==> src/rtl/core/jovf_pkg.sv <==
// shared types, character codes and helpers for the json int64 overflow scanner
package jovf_pkg;

  localparam int unsigned OFFSET_BITS_DEF = 32;
  localparam int unsigned MAG_W           = 64;
  localparam int unsigned RES_OFF_W       = 32;
  localparam int unsigned OUT_TDATA_W     = 40;

  localparam logic [7:0] CH_MINUS = 8'h2d;
  localparam logic [7:0] CH_ZERO  = 8'h30;
  localparam logic [7:0] CH_NINE  = 8'h39;
  localparam logic [7:0] CH_QUOTE = 8'h22;
  localparam logic [7:0] CH_COMMA = 8'h2c;
  localparam logic [7:0] CH_RBRK  = 8'h5d;
  localparam logic [7:0] CH_RBRC  = 8'h7d;
  localparam logic [7:0] CH_BSL   = 8'h5c;
  localparam logic [7:0] CH_SPACE = 8'h20;
  localparam logic [7:0] CH_TAB   = 8'h09;
  localparam logic [7:0] CH_LF    = 8'h0a;
  localparam logic [7:0] CH_CR    = 8'h0d;

  // one document byte
  typedef struct packed {
    logic       last;
    logic [7:0] data;
  } item_t;

  // one scan result
  typedef struct packed {
    logic [RES_OFF_W-1:0] offset;
    logic                 found;
  } result_t;

  function automatic logic is_digit(input logic [7:0] c);
    return (c >= CH_ZERO) && (c <= CH_NINE);
  endfunction

  function automatic logic is_term(input logic [7:0] c);
    return c inside {CH_SPACE, CH_TAB, CH_LF, CH_CR, CH_COMMA, CH_RBRK, CH_RBRC};
  endfunction

  // integer literal whose magnitude is out of signed 64-bit range
  function automatic logic tok_overflows(input logic has_digit, input logic all_digits,
                                         input logic negative, input logic [MAG_W-1:0] mag);
    return has_digit && all_digits && mag[MAG_W-1] && (!negative || (|mag[MAG_W-2:0]));
  endfunction

endpackage

==> src/rtl/core/jovf_in_stage.sv <==
// input register for document bytes
module jovf_in_stage
  import jovf_pkg::*;
(
  input  logic  clk,
  input  logic  rst_n,
  input  logic  in_valid,
  output logic  in_ready,
  input  item_t in_item,
  output logic  q_valid,
  output item_t q_item,
  input  logic  q_take
);

  logic  v_r;
  item_t item_r;

  assign in_ready = !v_r || q_take;
  assign q_valid  = v_r;
  assign q_item   = item_r;

  always_ff @(posedge clk) begin
    if (!rst_n) begin
      v_r <= 1'b0;
    end else if (in_ready) begin
      v_r <= in_valid;
    end
  end

  always_ff @(posedge clk) begin
    if (in_ready && in_valid) begin
      item_r <= in_item;
    end
  end

endmodule

==> src/rtl/core/jovf_scan_core.sv <==
// lexer state, saturating magnitude and first-overflow tracking
module jovf_scan_core
  import jovf_pkg::*;
#(
  parameter int unsigned OFFSET_BITS = OFFSET_BITS_DEF
) (
  input  logic    clk,
  input  logic    rst_n,
  input  logic    q_valid,
  input  item_t   q_item,
  output logic    q_take,
  input  logic    res_ready,
  output logic    res_valid,
  output result_t res
);

  logic                   in_str_r, in_str_nxt;
  logic                   esc_r, esc_nxt;
  logic                   in_tok_r, in_tok_nxt;
  logic                   neg_r, neg_nxt;
  logic                   all_r, all_nxt;
  logic                   has_r, has_nxt;
  logic [MAG_W-1:0]       mag_r, mag_nxt;
  logic [OFFSET_BITS-1:0] start_r, start_nxt;
  logic [OFFSET_BITS-1:0] pos_r, pos_nxt;
  logic                   hit_v_r, hit_v_nxt;
  logic [OFFSET_BITS-1:0] hit_off_r, hit_off_nxt;

  logic [7:0]             c;
  logic                   c_digit;
  logic [MAG_W+3:0]       mag_x10;
  logic [MAG_W-1:0]       mag_add;
  logic                   term_case;
  logic                   finish_now;
  logic [RES_OFF_W-1:0]   off_res;

  assign c       = q_item.data;
  assign c_digit = is_digit(c);
  assign q_take  = q_valid && (!q_item.last || res_ready);

  // mag*10 + digit, saturating when it spills past 64 bits
  assign mag_x10 = ({4'b0, mag_r} << 3) + ({4'b0, mag_r} << 1)
                   + {{(MAG_W){1'b0}}, c[3:0]};
  assign mag_add = (|mag_x10[MAG_W+3:MAG_W]) ? {MAG_W{1'b1}} : mag_x10[MAG_W-1:0];

  always_comb begin
    in_str_nxt = in_str_r;
    esc_nxt    = esc_r;
    in_tok_nxt = in_tok_r;
    neg_nxt    = neg_r;
    all_nxt    = all_r;
    has_nxt    = has_r;
    mag_nxt    = mag_r;
    start_nxt  = start_r;
    term_case  = 1'b0;
    if (in_str_r) begin
      if (esc_r) begin
        esc_nxt = 1'b0;
      end else if (c == CH_BSL) begin
        esc_nxt = 1'b1;
      end else if (c == CH_QUOTE) begin
        in_str_nxt = 1'b0;
      end
    end else if (in_tok_r) begin
      if (is_term(c)) begin
        term_case  = 1'b1;
        in_tok_nxt = 1'b0;
      end else if (c_digit && all_r) begin
        mag_nxt = mag_add;
        has_nxt = 1'b1;
      end else begin
        all_nxt = 1'b0;
      end
    end else if (c == CH_QUOTE) begin
      in_str_nxt = 1'b1;
      esc_nxt    = 1'b0;
    end else if ((c == CH_MINUS) || c_digit) begin
      in_tok_nxt = 1'b1;
      start_nxt  = pos_r;
      all_nxt    = 1'b1;
      neg_nxt    = (c == CH_MINUS);
      has_nxt    = c_digit;
      mag_nxt    = c_digit ? {{(MAG_W-4){1'b0}}, c[3:0]} : '0;
    end
  end

  // a token ends on a terminator, or with the document
  assign finish_now  = term_case || (q_item.last && in_tok_nxt);
  assign hit_v_nxt   = hit_v_r ||
                       (finish_now && tok_overflows(has_nxt, all_nxt, neg_nxt, mag_nxt));
  assign hit_off_nxt = hit_v_r ? hit_off_r : start_nxt;
  assign pos_nxt     = pos_r + 1'b1;

  generate
    if (OFFSET_BITS >= RES_OFF_W) begin : g_off_trunc
      assign off_res = hit_off_nxt[RES_OFF_W-1:0];
    end else begin : g_off_ext
      assign off_res = {{(RES_OFF_W-OFFSET_BITS){1'b0}}, hit_off_nxt};
    end
  endgenerate

  assign res_valid  = q_take && q_item.last;
  assign res.found  = hit_v_nxt;
  assign res.offset = hit_v_nxt ? off_res : '0;

  always_ff @(posedge clk) begin
    if (!rst_n || (q_take && q_item.last)) begin
      in_str_r  <= 1'b0;
      esc_r     <= 1'b0;
      in_tok_r  <= 1'b0;
      neg_r     <= 1'b0;
      all_r     <= 1'b0;
      has_r     <= 1'b0;
      mag_r     <= '0;
      start_r   <= '0;
      pos_r     <= '0;
      hit_v_r   <= 1'b0;
      hit_off_r <= '0;
    end else if (q_take) begin
      in_str_r  <= in_str_nxt;
      esc_r     <= esc_nxt;
      in_tok_r  <= in_tok_nxt;
      neg_r     <= neg_nxt;
      all_r     <= all_nxt;
      has_r     <= has_nxt;
      mag_r     <= mag_nxt;
      start_r   <= start_nxt;
      pos_r     <= pos_nxt;
      hit_v_r   <= hit_v_nxt;
      hit_off_r <= hit_off_nxt;
    end
  end

endmodule

==> src/rtl/core/jovf_out_stage.sv <==
// result register toward the output channel
module jovf_out_stage
  import jovf_pkg::*;
(
  input  logic    clk,
  input  logic    rst_n,
  input  logic    res_valid,
  input  result_t res,
  output logic    res_ready,
  output logic    out_valid,
  input  logic    out_ready,
  output result_t out_res
);

  logic    v_r;
  result_t res_r;

  assign res_ready = !v_r || out_ready;
  assign out_valid = v_r;
  assign out_res   = res_r;

  always_ff @(posedge clk) begin
    if (!rst_n) begin
      v_r <= 1'b0;
    end else if (res_ready) begin
      v_r <= res_valid;
    end
  end

  always_ff @(posedge clk) begin
    if (res_ready && res_valid) begin
      res_r <= res;
    end
  end

endmodule

==> src/rtl/core/json_int64_overflow_scanner_top.sv <==
// top level of the json int64 overflow scanner
//
// Scans a JSON document streamed one byte per item (tlast on the final byte) and reports
// whether any integer literal falls outside the signed 64-bit range, with the byte offset
// where the first such literal starts. Outside strings a token starts at '-' or a digit and
// runs until whitespace, ',', ']', '}' or the document end; inside strings a backslash
// skips the next byte. Exactly one result item is sent per document, carrying the found
// flag and the offset (zero when nothing overflowed); all scan state clears after it.
// Throughput is one byte per clock cycle with no gaps between documents, except while
// the input stalls as described below. Each byte is first captured in an input register
// and is then scanned from it, where the saturating multiply-by-ten-and-add on the 64-bit
// magnitude is the critical path; when the last byte is scanned, the result is registered
// in the output register, which drives out_tvalid. The input side stalls only when a
// finished result is still held and out_tready is low while the next byte to scan is a
// last byte. Offsets count from zero and wrap at OFFSET_BITS.
module json_int64_overflow_scanner_top
  import jovf_pkg::*;
#(
  parameter int unsigned OFFSET_BITS = OFFSET_BITS_DEF
) (
  input  logic                   clk,
  input  logic                   rst_n,
  input  logic                   in_tvalid,
  output logic                   in_tready,
  input  logic [7:0]             in_tdata,   // [7:0] data_byte
  input  logic                   in_tlast,   // last_byte
  output logic                   out_tvalid,
  input  logic                   out_tready,
  output logic [OUT_TDATA_W-1:0] out_tdata   // [0] overflow_found, [32:1] overflow_offset
);

  item_t   in_item;
  item_t   q_item;
  logic    q_valid;
  logic    q_take;
  logic    res_valid;
  logic    res_ready;
  result_t res;
  result_t out_res;

  assign in_item.data = in_tdata;
  assign in_item.last = in_tlast;

  // byte capture
  jovf_in_stage u_in (
    .clk      (clk),
    .rst_n    (rst_n),
    .in_valid (in_tvalid),
    .in_ready (in_tready),
    .in_item  (in_item),
    .q_valid  (q_valid),
    .q_item   (q_item),
    .q_take   (q_take)
  );

  // lexer and overflow detection, one byte a cycle unless a last byte waits on the result
  jovf_scan_core #(
    .OFFSET_BITS (OFFSET_BITS)
  ) u_core (
    .clk       (clk),
    .rst_n     (rst_n),
    .q_valid   (q_valid),
    .q_item    (q_item),
    .q_take    (q_take),
    .res_ready (res_ready),
    .res_valid (res_valid),
    .res       (res)
  );

  // result holding register
  jovf_out_stage u_out (
    .clk       (clk),
    .rst_n     (rst_n),
    .res_valid (res_valid),
    .res       (res),
    .res_ready (res_ready),
    .out_valid (out_tvalid),
    .out_ready (out_tready),
    .out_res   (out_res)
  );

  // pad the packed result up to whole bytes
  assign out_tdata = {{(OUT_TDATA_W-RES_OFF_W-1){1'b0}}, out_res.offset, out_res.found};

`ifndef ASSERT_OFF
  // a fresh result only follows a scanned last byte
  a_res_from_last: assert property (@(posedge clk) disable iff (!rst_n)
    $rose(out_tvalid) |-> $past(q_take && q_item.last))
    else $error("result without a last byte");

  // no hit means a zero offset
  a_zero_offset: assert property (@(posedge clk) disable iff (!rst_n)
    (out_tvalid && !out_tdata[0]) |-> (out_tdata[RES_OFF_W:1] == '0))
    else $error("nonzero offset without overflow");

  // input stalls only behind a held result
  a_stall_cause: assert property (@(posedge clk) disable iff (!rst_n)
    !in_tready |-> (out_tvalid && !out_tready && q_valid && q_item.last))
    else $error("input stalled without a blocked result");

  // a captured byte that is not taken stays put
  a_q_hold: assert property (@(posedge clk) disable iff (!rst_n)
    (q_valid && !q_take) |=> (q_valid && $stable(q_item)))
    else $error("pending byte lost");
`endif

endmodule

==> config.mk <==
export PLATFORM = sky130hd
export DESIGN_NAME = json_int64_overflow_scanner_top
export DESIGN_NICKNAME = d
export VERILOG_FILES = /design/src/rtl/core/jovf_pkg.sv /design/src/rtl/core/jovf_in_stage.sv /design/src/rtl/core/jovf_scan_core.sv /design/src/rtl/core/jovf_out_stage.sv /design/src/rtl/core/json_int64_overflow_scanner_top.sv
export SDC_FILE = /design/constraint.sdc
export NUM_CORES = 1
export LEC_CHECK = 0
export ABC_CLOCK_PERIOD_IN_PS = 4880
export BUFFER_PORTS_ARGS = -buffer_cell sky130_fd_sc_hd__buf_2
export CORE_UTILIZATION = 31
export CTS_CLUSTER_SIZE = 25
export DETAILED_ROUTE_END_ITERATION = 12
export GPL_ROUTABILITY_DRIVEN = 0
export SETUP_SLACK_MARGIN = 0.3
export SYNTH_ARGS = -nofsm -noshare
export SYNTH_HDL_FRONTEND = slang
export SYNTH_HIERARCHICAL = 1
export SYNTH_SLANG_ARGS = --single-unit
export TNS_END_PERCENT = 30
==> constraint.sdc <==
create_clock -name clk -period 4.88 [get_ports clk]
set_input_delay 0.244 -clock clk [delete_from_list [all_inputs] [get_ports clk]]
set_output_delay 0.244 -clock clk [all_outputs]
set_load 0.05 [all_outputs]
Yosys cells after proc, flatten, opt, wreduce, memory -nomap -nowiden
Cells that the tools add are included.

Reduce and logical (&&, ||, !) cells: 29. Bitwise operators: 0. Add/sub/neg operators: 3. Div/mod/pow operators: 0. $mul: 0. Order comparisons: 2. Mux-type cells: 48. Eq/ne operators: 11. Shift-type cells: 0.

Operators with widths (number): $mux W64 (7); $mux W32 (5); $add A67 B65 Y68 (1); $add A68 B4 Y68 (1); $reduce_or A63 Y1 (1); $mux W1 (35); $add A32 B1 Y32 const B (1); $eq A8 B6 Y1 const B (4); $eq A8 B4 Y1 const B (3); $eq A8 B7 Y1 const B (3); $logic_and A1 B1 Y1 (11); $ge A8 B6 Y1 const B (1); $le A8 B6 Y1 const B (1); $logic_or A1 B1 Y1 (8); $reduce_bool A7 Y1 (1); $logic_not A1 Y1 (5); $mux W4 (1); $reduce_or A4 Y1 (1); $reduce_and A3 Y1 (1); $ne A2 B1 Y1 const B (1); $reduce_bool A2 Y1 (1).

Output and inout bits: 42. Memories: 0. ROM bits: 0. Input port bits: 13. Bits in latches: 0. Bits in writable memories: 0. Word-level logic and storage cells: 110. Bits in registers: 211.

Longest topological paths before layout
Depth in word-level cells: 13. Depth in mapped cells: 19. Gate-level depth less buffers: 15.

Cells and area by module
The synthesis kept the hierarchy.

By module, submodules not included: jovf_scan_core (area an instance 13501.7 um2, cells each 1826, times used 1); jovf_out_stage (area an instance 1048.5 um2, cells each 38, times used 1); jovf_in_stage (area an instance 327.8 um2, cells each 14, times used 1); json_int64_overflow_scanner_top (area an instance 56.3 um2, cells each 8, times used 1).

Worst setup path before layout
No wires, ideal clock.

Kind: register to register. Start point: register u_in.item_r, in the netlist u_in/q_item[3]. End point: register u_out.res_r, in the netlist u_out/out_res[0] (data pin). Data required time: 4.629 ns. Buffers on the path: 4. Cell stages (with the launch flop): 17. Period minus slack after synthesis: 4.363 ns. Slack: 0.517 ns. Arrival time: 4.112 ns. Cells stage by stage: edfxtp_1 > fa_1 > ha_1 > a21o_1 > nand3_2 > a2111o_2 > a2111oi_1 > nor2_1 > buf_6 > xnor2_1 > or4_1 > nor4_1 > a31o_1 > buf_6 > buf_12 > a21oi_2 > buf_4.

Longest elaborated chain between the ends: 12. Elaborated cells between the ends (all ways): 59. Classes of those cells: add/sub (1); order compare (2); eq/ne (9); mux (32); reduce/logical (15).

RTL lines: start, declared (RTL line jovf_in_stage.sv:16) `item_t item_r;`; start signal, assigned (RTL line jovf_in_stage.sv:32) `item_r <= in_item;`; $add A68 B4 Y68, or another cell as far along (RTL line jovf_scan_core.sv:43) `+ {{(MAG_W){1'b0}}, c[3:0]};`; $reduce_or A4 Y1 / $logic_and A1 B1 Y1 (equally long branches) (RTL line jovf_scan_core.sv:44, jovf_pkg.sv:35); $mux W64, or another cell as far along (RTL line jovf_scan_core.sv:44) `assign mag_add = (|mag_x10[MAG_W+3:MAG_W]) ? {MAG_W{1'b1}} : mag_x10[MAG_W-1:0];`; $mux W64, or another cell as far along (RTL line jovf_scan_core.sv:68) `end else if (c_digit && all_r) begin`; $mux W64, or another cell as far along (RTL line jovf_scan_core.sv:65) `if (is_term(c)) begin`; $mux W64 / $mux W1 (equally long branches) (RTL line jovf_scan_core.sv:64) `end else if (in_tok_r) begin`; $mux W64 / $mux W1 (equally long branches) (RTL line jovf_scan_core.sv:56) `if (in_str_r) begin`; $reduce_or A63 Y1, or another cell as far along (RTL line jovf_pkg.sv:45) `return has_digit && all_digits && mag[MAG_W-1] && (!negative || (|mag[MAG_W-2:0]));`; $logic_or A1 B1 Y1 / $logic_and A1 B1 Y1 (equally long branches) (RTL line jovf_pkg.sv:45); $logic_and A1 B1 Y1 (RTL line jovf_pkg.sv:45); $logic_and A1 B1 Y1 * (RTL line jovf_scan_core.sv:90) `(finish_now && tok_overflows(has_nxt, all_nxt, neg_nxt, mag_nxt));`; $logic_or A1 B1 Y1 * (RTL line jovf_scan_core.sv:89) `assign hit_v_nxt = hit_v_r ||`; net u_core.hit_v_nxt (RTL line jovf_scan_core.sv:26) `logic hit_v_r, hit_v_nxt;`; end signal, assigned (RTL line jovf_out_stage.sv:32) `res_r <= res;`; end, declared (RTL line jovf_out_stage.sv:16) `result_t res_r;`.

Mark *: on every way through the listed nets, which the timed path passes. The rest lies on a longest branch. A chain may end at the register's enable or synchronous reset.

Final worst setup path
Start point: register u_core.mag_r[25]. End point: register u_out.res_r, in the netlist u_out/out_res[20] (data pin).

Longest elaborated chain between the ends: 13. Elaborated cells between the ends (all ways): 16. Classes of those cells: add/sub (2); mux (7); reduce/logical (7).

RTL lines: start, declared (RTL line jovf_scan_core.sv:23) `logic [MAG_W-1:0] mag_r, mag_nxt;`; start signal, assigned (RTL line jovf_scan_core.sv:126) `mag_r <= mag_nxt;`; $add A67 B65 Y68 (RTL line jovf_scan_core.sv:42) `assign mag_x10 = ({4'b0, mag_r} << 3) + ({4'b0, mag_r} << 1)`; $add A68 B4 Y68 (RTL line jovf_scan_core.sv:43); $reduce_or A4 Y1 (RTL line jovf_scan_core.sv:44); $mux W64 (RTL line jovf_scan_core.sv:44); $mux W64 (RTL line jovf_scan_core.sv:68); $mux W64 (RTL line jovf_scan_core.sv:65); $mux W64 (RTL line jovf_scan_core.sv:64); $mux W64 * (RTL line jovf_scan_core.sv:56); $reduce_or A63 Y1 (RTL line jovf_pkg.sv:45); $logic_or A1 B1 Y1 (RTL line jovf_pkg.sv:45); $logic_and A1 B1 Y1 * (RTL line jovf_pkg.sv:45); $logic_and A1 B1 Y1 * (RTL line jovf_scan_core.sv:90); $logic_or A1 B1 Y1 * (RTL line jovf_scan_core.sv:89).

Every way passes the cells marked *; elsewhere a longest branch is shown, timed or not.

==> results.md <==
- The run finished with clean final reports.
- The first-pass GRT wire length is ~75 mm.
- Yosys mapped a number of flops with a built-in enable equal to 42.
- The endpoint of the worst register-to-register path is u_out/out_res[20].
- The source of the worst register-to-register timing path is u_core/mag_r[25].
- The share of the cycle needed by the critical path after routing is 0.931.
- The commonest register cell after synthesis is dfxtp_1.
- The switching power total is between 0.001 and 0.0015 W.
- The die covers 49100 um^2.
- Dividing the synthesized area by the synthesized cell count gives between 7 and 8 um^2.
- The number of cell rows is 80.
- In this run the number of H-tree levels came out at 1.
- The via count is 14900.
- The combined area of all synthesized cells is between 10000 and 15000 um^2.
- Max-cap violations in this run came to 0.
- The number of top-level pins is 55.
- The area growth from synthesis to layout is 19.7%.
- The worst vdd rail ir drop is between 0.0002 and 0.00025 V.
- In this run the deepest clock path goes through 3 buffers.
- The worst pin sits at a relative slew slack of 0.432.
- The worst register-to-register path has a depth of 16.
- Once placement completed, the tool counted placed cells totaling between 2000 and 3000.
- The core region is roughly 48000 um^2.
- The number of inserted diodes is 0.
- The maximum achievable frequency is around 220 MHz.
- The number of inserted filler cells in the final layout is ~5000.
- The power per cell area is around 220 nW/um^2.
- The highest fanout seen on the critical path is 9.
- The internal power of the cells totals between 0.002 and 0.003 W.
- The proportion of power drawn by flip-flops and latches is 0.466.
- OpenSTA, run right after detailed placement, puts the worst setup slack at -0.0727 ns.
- The combinational share of power is 0.089.
- In the layout the commonest cells are nand2_1 (270), a21oi_1 (169), nor2_1 (160).
- Setup repair after global routing could not meet its margin everywhere.
- The starting density of the core is 0.313.
- The capturing element type of the critical path is a flop.
- For this run, the number of Yosys warnings is 6.
- Of the total power, the share spent switching nets is 0.260.
- Buffers inserted during clock tree synthesis total 25.
- The sink of the worst hold path is u_core/mag_r[62].
- The final worst setup slack is 0.337 ns.
- TritonCTS built the clock tree.
- The count of buffers added on input and output ports is 47.
- The worst hold path was traced through 4 stages.
- In the final layout, the multi-input gates occupy slightly above 10000 um^2.
- The cell area after layout is between 15000 and 20000 um^2.
- The fraction of final layout cells sized beyond drive strength 1 is 0.182.
- The number of different library cells used by synthesis comes to 90.
- The total count of hold-check failures in the final report is 0.
- The clock arrives with about 0.021 ns of skew.
- Registers take 4670 um^2.
- The total iterations of the first detailed-routing run is 6.
- The global-route usage over all layers is 0.187.
- The count of nets left with antenna violations once routing finished came out at 0.
- For the worst setup path, the data arrival time is 4.84 ns.
- The share of power burned in the clock network is 0.444.
- The number of design-rule violations left by the first detailed-router iteration is ~1500.
- The critical path class is flop to flop.
- In the routed design, unresolved DRC markers number 0.
- The width of the chip is 221 um.
- The post-place instance area is approximately 16000 um^2.
- The count of state elements after synthesis is ~210.
- The latest clock arrival within the worst-skew pair is between 0.5 and 0.6 ns.
- The leakage power of the design is 6.76 nW.
- Summed over all nets, the half-perimeter wirelength after detailed placement is 33.8 mm.
- The leftover overflow at the end of global routing is 0.
- The floorplan die height is about 220 um.
- The data required time at the worst endpoint is 5.18 ns.
- The initial antenna violation count came to 0.
- The time the worst path needs with I/O delays and setup is approximately 4.5 ns.
- The total negative setup slack is 0 ns.
- The post-layout net count is 2102.
- STA classifies the critical path startpoint as a flop.
- The average wire per standard cell is roughly 19 um.
- The reg-to-reg setup timing slack is 0.34 ns.
- The actual slew at the worst max-slew pin is 0.851 ns.
- The final layout contains routed wiring with a total length of between 40 and 50 mm.
- The finished layout holds ~2600 standard cells, fillers aside.
- In this run the worst hold path is classified as input port to flop.
- The count of final max-slew check failures came to 0.
- The clock transition at the registers of the reported paths is ~0.06 ns.
- Clock tree synthesis found a total of around 210 sinks.
- The pin count of the biggest net entering global routing is 160.
- The launch point of the worst hold path is rst_n.
- Dividing the detail-routed via count by the number of cells gives slightly below 6.
- The setup-violating endpoint count in the final report is 0.
- The via count of the first global-routing pass is ~14000.
- The cell count after synthesis is 1886.
- Leaving out fill and tap cells, the most frequent cell in the layout is nand2_1.
- For this run, asynchronously set or reset flops after synthesis account for 0.
- The share of the Yosys chip area taken by registers is 0.311.
- The master cell of the clock root buffer is clkbuf_16.
[worst max path at each step]
stage	from	endpoint	slack [ns]	cells past startpoint
finish	u_core/mag_r[25]	u_out/out_res[20]	0.34	16
global route	u_core/mag_r[9]	u_out/out_res[2]	0.23	15
CTS	u_in/q_item[3]	u_out/out_res[32]	0.26	15
detailed placement	u_in/q_item[3]	u_out/out_res[15]	-0.07	17
global placement	u_in/q_item[3]	u_out/out_res[1]	-0.02	16
floorplan	u_in/q_item[3]	u_out/out_res[0]	0.52	16
[repair_timing]
item | 4_1_cts | 5_1_grt
endpoints found under the setup margin | 34 | 34
endpoints found under the hold margin | 11 | 0
gates cloned | 3 | 3
resized for setup | 30 | 120
hold buffers | 13 | 0
buffers inserted | 8 | 17
pin swaps | 7 | 48
[final cells by class]
type	count	area share
multi-input combinational	1532	0.571
sequential	211	0.261
timing repair buffer	166	0.0769
tap	615	0.0430
clock buffer	36	0.0395
inverter	23	0.00483
clock inverter	9	0.00315
[flip-flops by register name, indices dropped and copies added, names as in the netlist, 9 cells and up]
register and flops:
u_core/mag_r 64, u_out/out_res 33, u_core/hit_off_r 32, u_core/pos_r 32, u_core/start_r 32, u_in/q_item 9
[metal layers]
layer / wire [um] / vias to the layer above / part of all wire / track usage
li1: - / 7084 / - / -
met1: 21700 / 7125 / 0.45 / 0.255
met2: 21500 / 601 / 0.44 / 0.294
met3: 3630 / 121 / 0.075 / 0.0323
met4: 1650 / 2 / 0.034 / 0.0694
met5: 49 / - / 0.0010 / 0.00684
[kinds of logic (layout without fill, tap and decap cells)]
kind of cell | after synthesis | in the layout | share of synthesized area
compound gates | 601 | 601 | 0.257
buf+inv | 149 | 234 | 0.0459
mux | 10 | 10 | 0.00670
other cells | 1 | 7 | 0.000251
xor+xnor | 75 | 75 | 0.0440
simple gates | 709 | 709 | 0.226
flops | 211 | 211 | 0.311
fa+ha+maj | 130 | 130 | 0.110
[stage by stage]
step	total power, W	hold slack [ns]	utilization
floorplan	0.00210	0.343	-
global placement	0.00220	0.426	0.337
detailed placement	0.00220	0.425	0.337
CTS	0.00400	0.248	0.361
global route	0.00412	0.272	0.375
finish	0.00396	0.294	0.375
[critical path, stage by stage (launching register included)]
cell and delay [ns]:
dfxtp_1 0.34, ha_1 0.31, ha_1 0.43, nand4_1 0.18, nor3_1 0.08, buf_4 0.15, a22oi_1 0.20, nand3_1 0.15
a211o_2 0.45, a311oi_2 0.31, xnor2_1 0.17, or4b_4 0.59, nor4_4 0.24, buf_4 0.15, a31o_4 0.26, clkbuf_16 0.21
a21oi_4 0.05
[synth_stat cells, types with 9 or more instances]
| cell type | instances | share of area |
|---|---|---|
| inv_1 | 22 | 0.0055 |
| nand2b_1 | 9 | 0.0038 |
| o21a_1 | 14 | 0.0070 |
| a21oi_2 | 33 | 0.019 |
| xnor2_1 | 36 | 0.021 |
| or3_1 | 15 | 0.0063 |
| nor4_1 | 27 | 0.011 |
| o211ai_1 | 11 | 0.0055 |
| a31oi_1 | 20 | 0.0084 |
| nand2_1 | 274 | 0.069 |
| buf_2 | 11 | 0.0037 |
| and3_1 | 15 | 0.0063 |
| clkbuf_1 | 95 | 0.024 |
| mux2i_1 | 10 | 0.0067 |
| a211oi_1 | 18 | 0.0090 |
| o31ai_1 | 12 | 0.0060 |
| dfxtp_1 | 169 | 0.23 |
| nand3_1 | 65 | 0.022 |
| ha_1 | 128 | 0.11 |
| nor2_1 | 165 | 0.041 |
| a21o_1 | 15 | 0.0075 |
| edfxtp_1 | 42 | 0.084 |
| nand4_1 | 51 | 0.021 |
| and2_1 | 16 | 0.0067 |
| buf_4 | 12 | 0.0060 |
| nor3_1 | 21 | 0.0070 |
| a21oi_1 | 194 | 0.065 |
| xor2_1 | 39 | 0.023 |
| a22oi_1 | 44 | 0.022 |
| o21ai_0 | 146 | 0.049 |
[power by group through the flow]
stage	clock (W)	sequential, W	combinational [W]
finish	0.00176	0.00185	0.000354
global route	0.00189	0.00185	0.000379
CTS	0.00181	0.00185	0.000334
detailed placement	0	0.00188	0.000319
global placement	0	0.00188	0.000315
floorplan	0	0.00191	0.000196
Note: power is estimated with default switching activity, not from simulation.
